## src/qau_sqrt.sv

```systemverilog
// Pipelined restoring square root, one root bit per stage.
// Depends on nothing but the stage enable from the top level.
module qau_sqrt #(
   parameter int RW = 28
) (
   input  logic              clock,
   input  logic              adv,
   input  logic [2*RW-1:0]   radicand,
   output logic [RW-1:0]     root_out,
   output logic [RW+1:0]     rem_out
);

   logic [2*RW-1:0] rad_ff  [RW];
   logic [RW-1:0]   root_ff [RW];
   logic [RW+1:0]   rem_ff  [RW];
   logic [2*RW-1:0] rad_in_a  [RW];
   logic [RW-1:0]   root_in_a [RW];
   logic [RW+1:0]   rem_in_a  [RW];
   logic [2*RW-1:0] rad_in  [RW];
   logic [RW-1:0]   root_in [RW];
   logic [RW+1:0]   rem_in  [RW];

   always_comb begin
      logic [RW+3:0] r2;
      logic [RW+3:0] trial;
      rad_in_a[0]  = radicand;
      root_in_a[0] = '0;
      rem_in_a[0]  = '0;
      for (int k = 1; k < RW; k++) begin
         rad_in_a[k]  = rad_ff[k-1];
         root_in_a[k] = root_ff[k-1];
         rem_in_a[k]  = rem_ff[k-1];
      end
      for (int k = 0; k < RW; k++) begin
         r2    = {rem_in_a[k], rad_in_a[k][2*RW-1 -: 2]};
         trial = (RW+4)'({root_in_a[k], 2'b01});
         if (r2 >= trial) begin
            rem_in[k]  = (RW+2)'(r2 - trial);
            root_in[k] = {root_in_a[k][RW-2:0], 1'b1};
         end else begin
            rem_in[k]  = (RW+2)'(r2);
            root_in[k] = {root_in_a[k][RW-2:0], 1'b0};
         end
         rad_in[k] = rad_in_a[k] << 2;
      end
   end

   always_ff @(posedge clock) begin
      if (adv) begin
         for (int k = 0; k < RW; k++) begin
            rad_ff[k]  <= rad_in[k];
            root_ff[k] <= root_in[k];
            rem_ff[k]  <= rem_in[k];
         end
      end
   end

   assign root_out = root_ff[RW-1];
   assign rem_out  = rem_ff[RW-1];

endmodule

```

## config.mk

```make
export PLATFORM = sky130hd
export DESIGN_NAME = qau_sqrt
export DESIGN_NICKNAME = d
export VERILOG_FILES = /design/src/qau_sqrt.sv
export SDC_FILE = /design/constraint.sdc
export NUM_CORES = 2
export LEC_CHECK = 0
export BUFFER_PORTS_ARGS = -buffer_cell sky130_fd_sc_hd__buf_2
export CAP_MARGIN = 20
export CORE_AREA = 8 8 416 418
export DETAILED_ROUTE_END_ITERATION = 16
export DIE_AREA = 0 0 424 426
export PLACE_DENSITY_LB_ADDON = 0.15
export RECOVER_POWER = 25
export SYNTH_ARGS = -nofsm -noshare
export SYNTH_HDL_FRONTEND = slang
export SYNTH_SLANG_ARGS = --single-unit
```

## constraint.sdc

```tcl
create_clock -name clock -period 5.7 [get_ports clock]
set_clock_uncertainty 0.05 [all_clocks]
set_input_delay 0.57 -clock clock [delete_from_list [all_inputs] [get_ports clock]]
set_output_delay 0.57 -clock clock [all_outputs]
set_load 0.02 [all_outputs]
```

[Yosys cells after proc, flatten, opt, wreduce, memory -nomap -nowiden]
Memories as Yosys holds them, arrays and structs flattened.
Cells that the tools add are included.
Storage, ports and cells
  register bits: 0
  latch bits: 0
  bits in writable memories: 3136
  memory bits (read-only): 0
  output and inout bits: 58
  logic and storage cells: 117
  memories: 3
Memories
  rad_ff: depth 28, width 54, read ports 27, clocked after Yosys merged registers in 0, wr ports 28, RTL line 13  | logic [2*RW-1:0] rad_ff [RW];
  rem_ff: depth 28, width 30, read ports 28, clocked after Yosys merged registers in 0, wr ports 28, RTL line 15  | logic [RW+1:0] rem_ff [RW];
  root_ff: depth 28, width 28, read ports 28, clocked after Yosys merged registers in 0, wr ports 28, RTL line 14  | logic [RW-1:0] root_ff [RW];
Cells by class
  $add $sub $neg: 28
  multipliers: 0
  div/mod/pow operators: 0
  order comparisons: 28
  equality and inequality tests: 0
  shift operators: 0
  muxes and demuxes: 58
  bitwise logic cells: 0
  reduce and logical (&&, ||, !) cells: 0
Operators by type and width (number)
  32-bit by 30-bit greater-or-equal comparator with 1-bit output: 27
  30-bit 2-to-1 mux: 28
  30-bit subtractor: 27
  1-bit 2-to-1 mux: 30
  2-bit by 1-bit subtractor with 3-bit output, second input constant: 1
  2-bit by 1-bit greater-or-equal comparator with 1-bit output, second input constant: 1

[Longest topological paths before layout]
An unclocked memory read counts as a cell.
  word-level depth: 3
  mapped depth: 14
  depth with buffers taken out: 12

[Least setup slack after synthesis]
No wires, ideal clock.
  path type: reg-to-reg
  start: mem rem_ff[1][153] (netlist name)
  end: mem rem_ff[1][202] (netlist name), data pin
  library setup time: 262 ps
  arrival time: 2877 ps
  setup slack: 2511 ps
  stages on the path, launching flop included: 12
  path buffers: 2
  clock period less this slack: 3189 ps
  path through: edfxtp_1 ha_1 a21o_1 or3_1 o211ai_1 o211ai_1 a31oi_1 o31ai_1 or2_2 buf_2 buf_2 mux2_1
RTL lines (RTL line)
  start, declared: 15

==> summary.txt <==
STA
  • Fmax: 0.243 GHz
  • Worst slew pin tran: 3.51 ns
  • Min cycle time layout: 4.11 ns
  • Total Neg Setup Slack: 0 ns
  • RSZ-0062 raised after global routing: false
  • Final Max Tran Viols: 107
  • Final setup vio count: 0
  • Slew margin rel.: -1.34
  • Final Hold Vio Count: 0
  • Tcrit/Tclk final: 0.721

Finish
  • Multi-input gate area: 30600 µm²
  • Layout cells sized above 1: 0.0888
  • # nets final: 7894
  • Commonest non-fill, non-tap cells in the layout: 1960 x edfxtp_1, 571 x inv_1, 508 x a21oi_1
  • Fin util: 0.619
  • Area Growth Syn to Fin: 11.4%
  • Fin area: 103000 µm²
  • Most common cell after layout, fill and taps aside: edfxtp_1
  • Inserted Diodes: 0
  • FF+latch area: 58900 µm²
  • # fillers: 12774

Die
  • # rows: 150
  • Total core area: 166000 µm²
  • Die X: 424 µm
  • Starting Density: 0.556
  • IO Count: 116
  • Die Area: 181000 µm²
  • Die Ht: 426 µm

Worst setup path
  • Worst r2r src: rem_ff[1][244]$_DFFE_PP_
  • Critical Path Max Stage Delay: 0.79 ns
  • Worst r2r dst: rem_ff[1][277]$_DFFE_PP_
  • Crit path cell chain: ha_1, o21ai_0, o21bai_1, nor2_1, o311ai_0, a21oi_1, nor2_4, mux2_2
  • R2R Setup Slk: 1.59 ns
  • Critical path peak fanout: 35
  • CP Class: register to register
  • CP endpoint kind: register
  • Critical Path RT: 6.22 ns
  • CP delay by family, top: compound AO/OA/AOI/OAI gates
  • Slowest cell on crit path: o311ai_0
  • Reg2Reg Depth: 8
  • Startpoint Class: register
  • Bufs and invs on worst path: 0
  • Crit path DAT: 4.63 ns

Synthesis
  • Syn Area/Cell: 12.9 µm²
  • #FFs+latches synth: 1960
  • Synth warn: 0
  • Synth area leaders: edfxtp_1 64%, ha_1 5.9%, xnor2_1 3.5%
  • Post-synth EDFFs: 1960
  • Post-Synthesis Cells: 7142
  • Post-synthesis sequential area ratio: 0.637
  • Async SR Flop Fraction: 0
  • Synth area leader: edfxtp_1
  • Share of the synthesized area in the top cell type: 0.637
  • Post-synth top flop: edfxtp_1
  • Yosys cell types: 94
  • Syn_nets: 7638
  • Synth Cell Area: 92400 µm²

Detailed routing
  • Starting DRC count in detailed routing: 4153
  • Detail Route Antenna Nets: 0
  • DR vias/cell: 5.66
  • DR WL/cell: 19.5 µm
  • Final WL: 190000 µm
  • Drt first pass iters: 6
  • Vias: 55350
  • Drt drc: 0

GRT
  • Grt met1 use: 0.261
  • Grt peak-use layer: met2
  • GRT Resource Usage Total: 0.206
  • Global route overflow: 0
  • Vias in the first global route: 54890
  • Initial antenna violation count: 1
  • Grt met2 use: 0.361
  • Met3 usage: 0.0318
  • First-pass GRT wire length: 299000 µm
  • Largest net degree at the start of global routing: 173

Placement
  • Port bufs: 115
  • Placed cell area: 95500 µm²
  • Routability Congestion: 0.905
  • Detail Placement HPWL: 135000 µm

Clock network
  • CTS tree: done
  • Clock sink count: 1960
  • Post-cts resize count: 0
  • Clock buffer depth: 3
  • Root Buffer: clkbuf_16
  • CTS buffer count: 201
  • Post-CTS setup buffer count: 0
  • H-tree depth: 4
  • Clock Latency Late Sink: 0.84 ns
  • CTS clk-pin slew, worst paths: 0.06 ns

Pwr
  • Post-route total power: 41.8 mW
  • Net Sw Power: 11.9 mW
  • Internal power: 29.9 mW
  • Maximum VDD drop: 0.000323 V
  • Combinational power share: 0.209
  • Clock share of power: 0.321
  • Pwr dens: 406 nW/µm²
  • Sw frac: 0.284
  • Reg power frac: 0.470
  • Leakage: 39.7 nW

Outcome
  • Failing checks: capacitance limit, slew limit
  • Status: complete, but fails checks

Min path
  • Hold Startpoint: rad_ff[0][526]$_DFFE_PP_
  • Worst Hold End: rad_ff[0][582]$_DFFE_PP_
  • Hold Crit Class: register to register
  • Worst hold path depth: 0

Flow run
  • Max-cap violations: 1
repair_timing:
action	CTS	global route
hold buffers	57	0
endpoints found under the hold margin	57	0
endpoints found under the setup margin	0	0
through the flow:
step	setup WS, ns	hold WS, ns	instances
floorplan	2.51	0.350	7142
global placement	1.76	0.350	9340
detailed placement	1.74	0.355	9341
CTS	1.64	0.111	9772
global route	1.36	0.336	9773
finish	1.59	0.354	9773
area by class of cell:
type                       count  share of cell area
tap                         2204              0.0268
sequential                  1960               0.572
clock buffer                 228              0.0501
inverter                     571              0.0208
clock inverter               146              0.0162
timing repair buffer         230              0.0171
multi-input combinational   4434               0.297
sequential cells by signal (all words and copies together), names as in the netlist:
signal,cells
rad_ff,756
root_ff,406
rem_ff,798
logic make-up after synthesis:
group                      count (synthesis)  synth area share
buffers and inverters                    748            0.0330
other                                      1         0.0000406
muxes                                    117            0.0141
DFF                                     1960             0.637
adders and majority gates                438            0.0593
and+or+nand+nor                         1823            0.0994
xor gates and xnor gates                 661            0.0627
AOI/OAI and AO/OA                       1394            0.0945
per-layer routing:
layer | wire [µm] | vias to the layer above
li1 | - | 26868
met1 | 81100 | 26847
met2 | 94200 | 1237
met3 | 7850 | 396
met4 | 7070 | 2
met5 | 13 | -
cells in the mapped netlist (84+ instances only):
| cell type | n |
|---|---|
| o21a_1 | 87 |
| nor2_1 | 474 |
| o21ai_0 | 271 |
| mux2_2 | 106 |
| xnor2_1 | 370 |
| a21o_1 | 180 |
| xor2_1 | 291 |
| inv_1 | 571 |
| a21oi_1 | 509 |
| edfxtp_1 | 1960 |
| nand3_1 | 135 |
| nand2_1 | 383 |
| nor3_1 | 197 |
| clkbuf_1 | 96 |
| ha_1 | 438 |
| nand2b_1 | 84 |
power groups by stage:
stage	combinational [mW]	sequential, mW	clock (mW)
floorplan	6.67	19.2	0
global placement	8.50	19.9	0
detailed placement	8.60	19.9	0
CTS	8.70	19.7	13.8
global route	9.68	19.8	14.3
finish	8.75	19.6	13.4
worst max-delay path by stage:
stage | start | to | cells past startpoint
finish | rem_ff[1][244]$_DFFE_PP_ | rem_ff[1][277]$_DFFE_PP_ | 8
global route | rem_ff[0][180]$_DFFE_PP_ | rem_ff[0][239]$_DFFE_PP_ | 10
CTS | rem_ff[1][244]$_DFFE_PP_ | rem_ff[1][277]$_DFFE_PP_ | 8
detailed placement | rem_ff[1][244]$_DFFE_PP_ | rem_ff[1][277]$_DFFE_PP_ | 8
global placement | rem_ff[1][240]$_DFFE_PP_ | rem_ff[1][297]$_DFFE_PP_ | 10
floorplan | rem_ff[1][153]$_DFFE_PP_ | rem_ff[1][202]$_DFFE_PP_ | 11
Power figures use the tool's default switching activity.
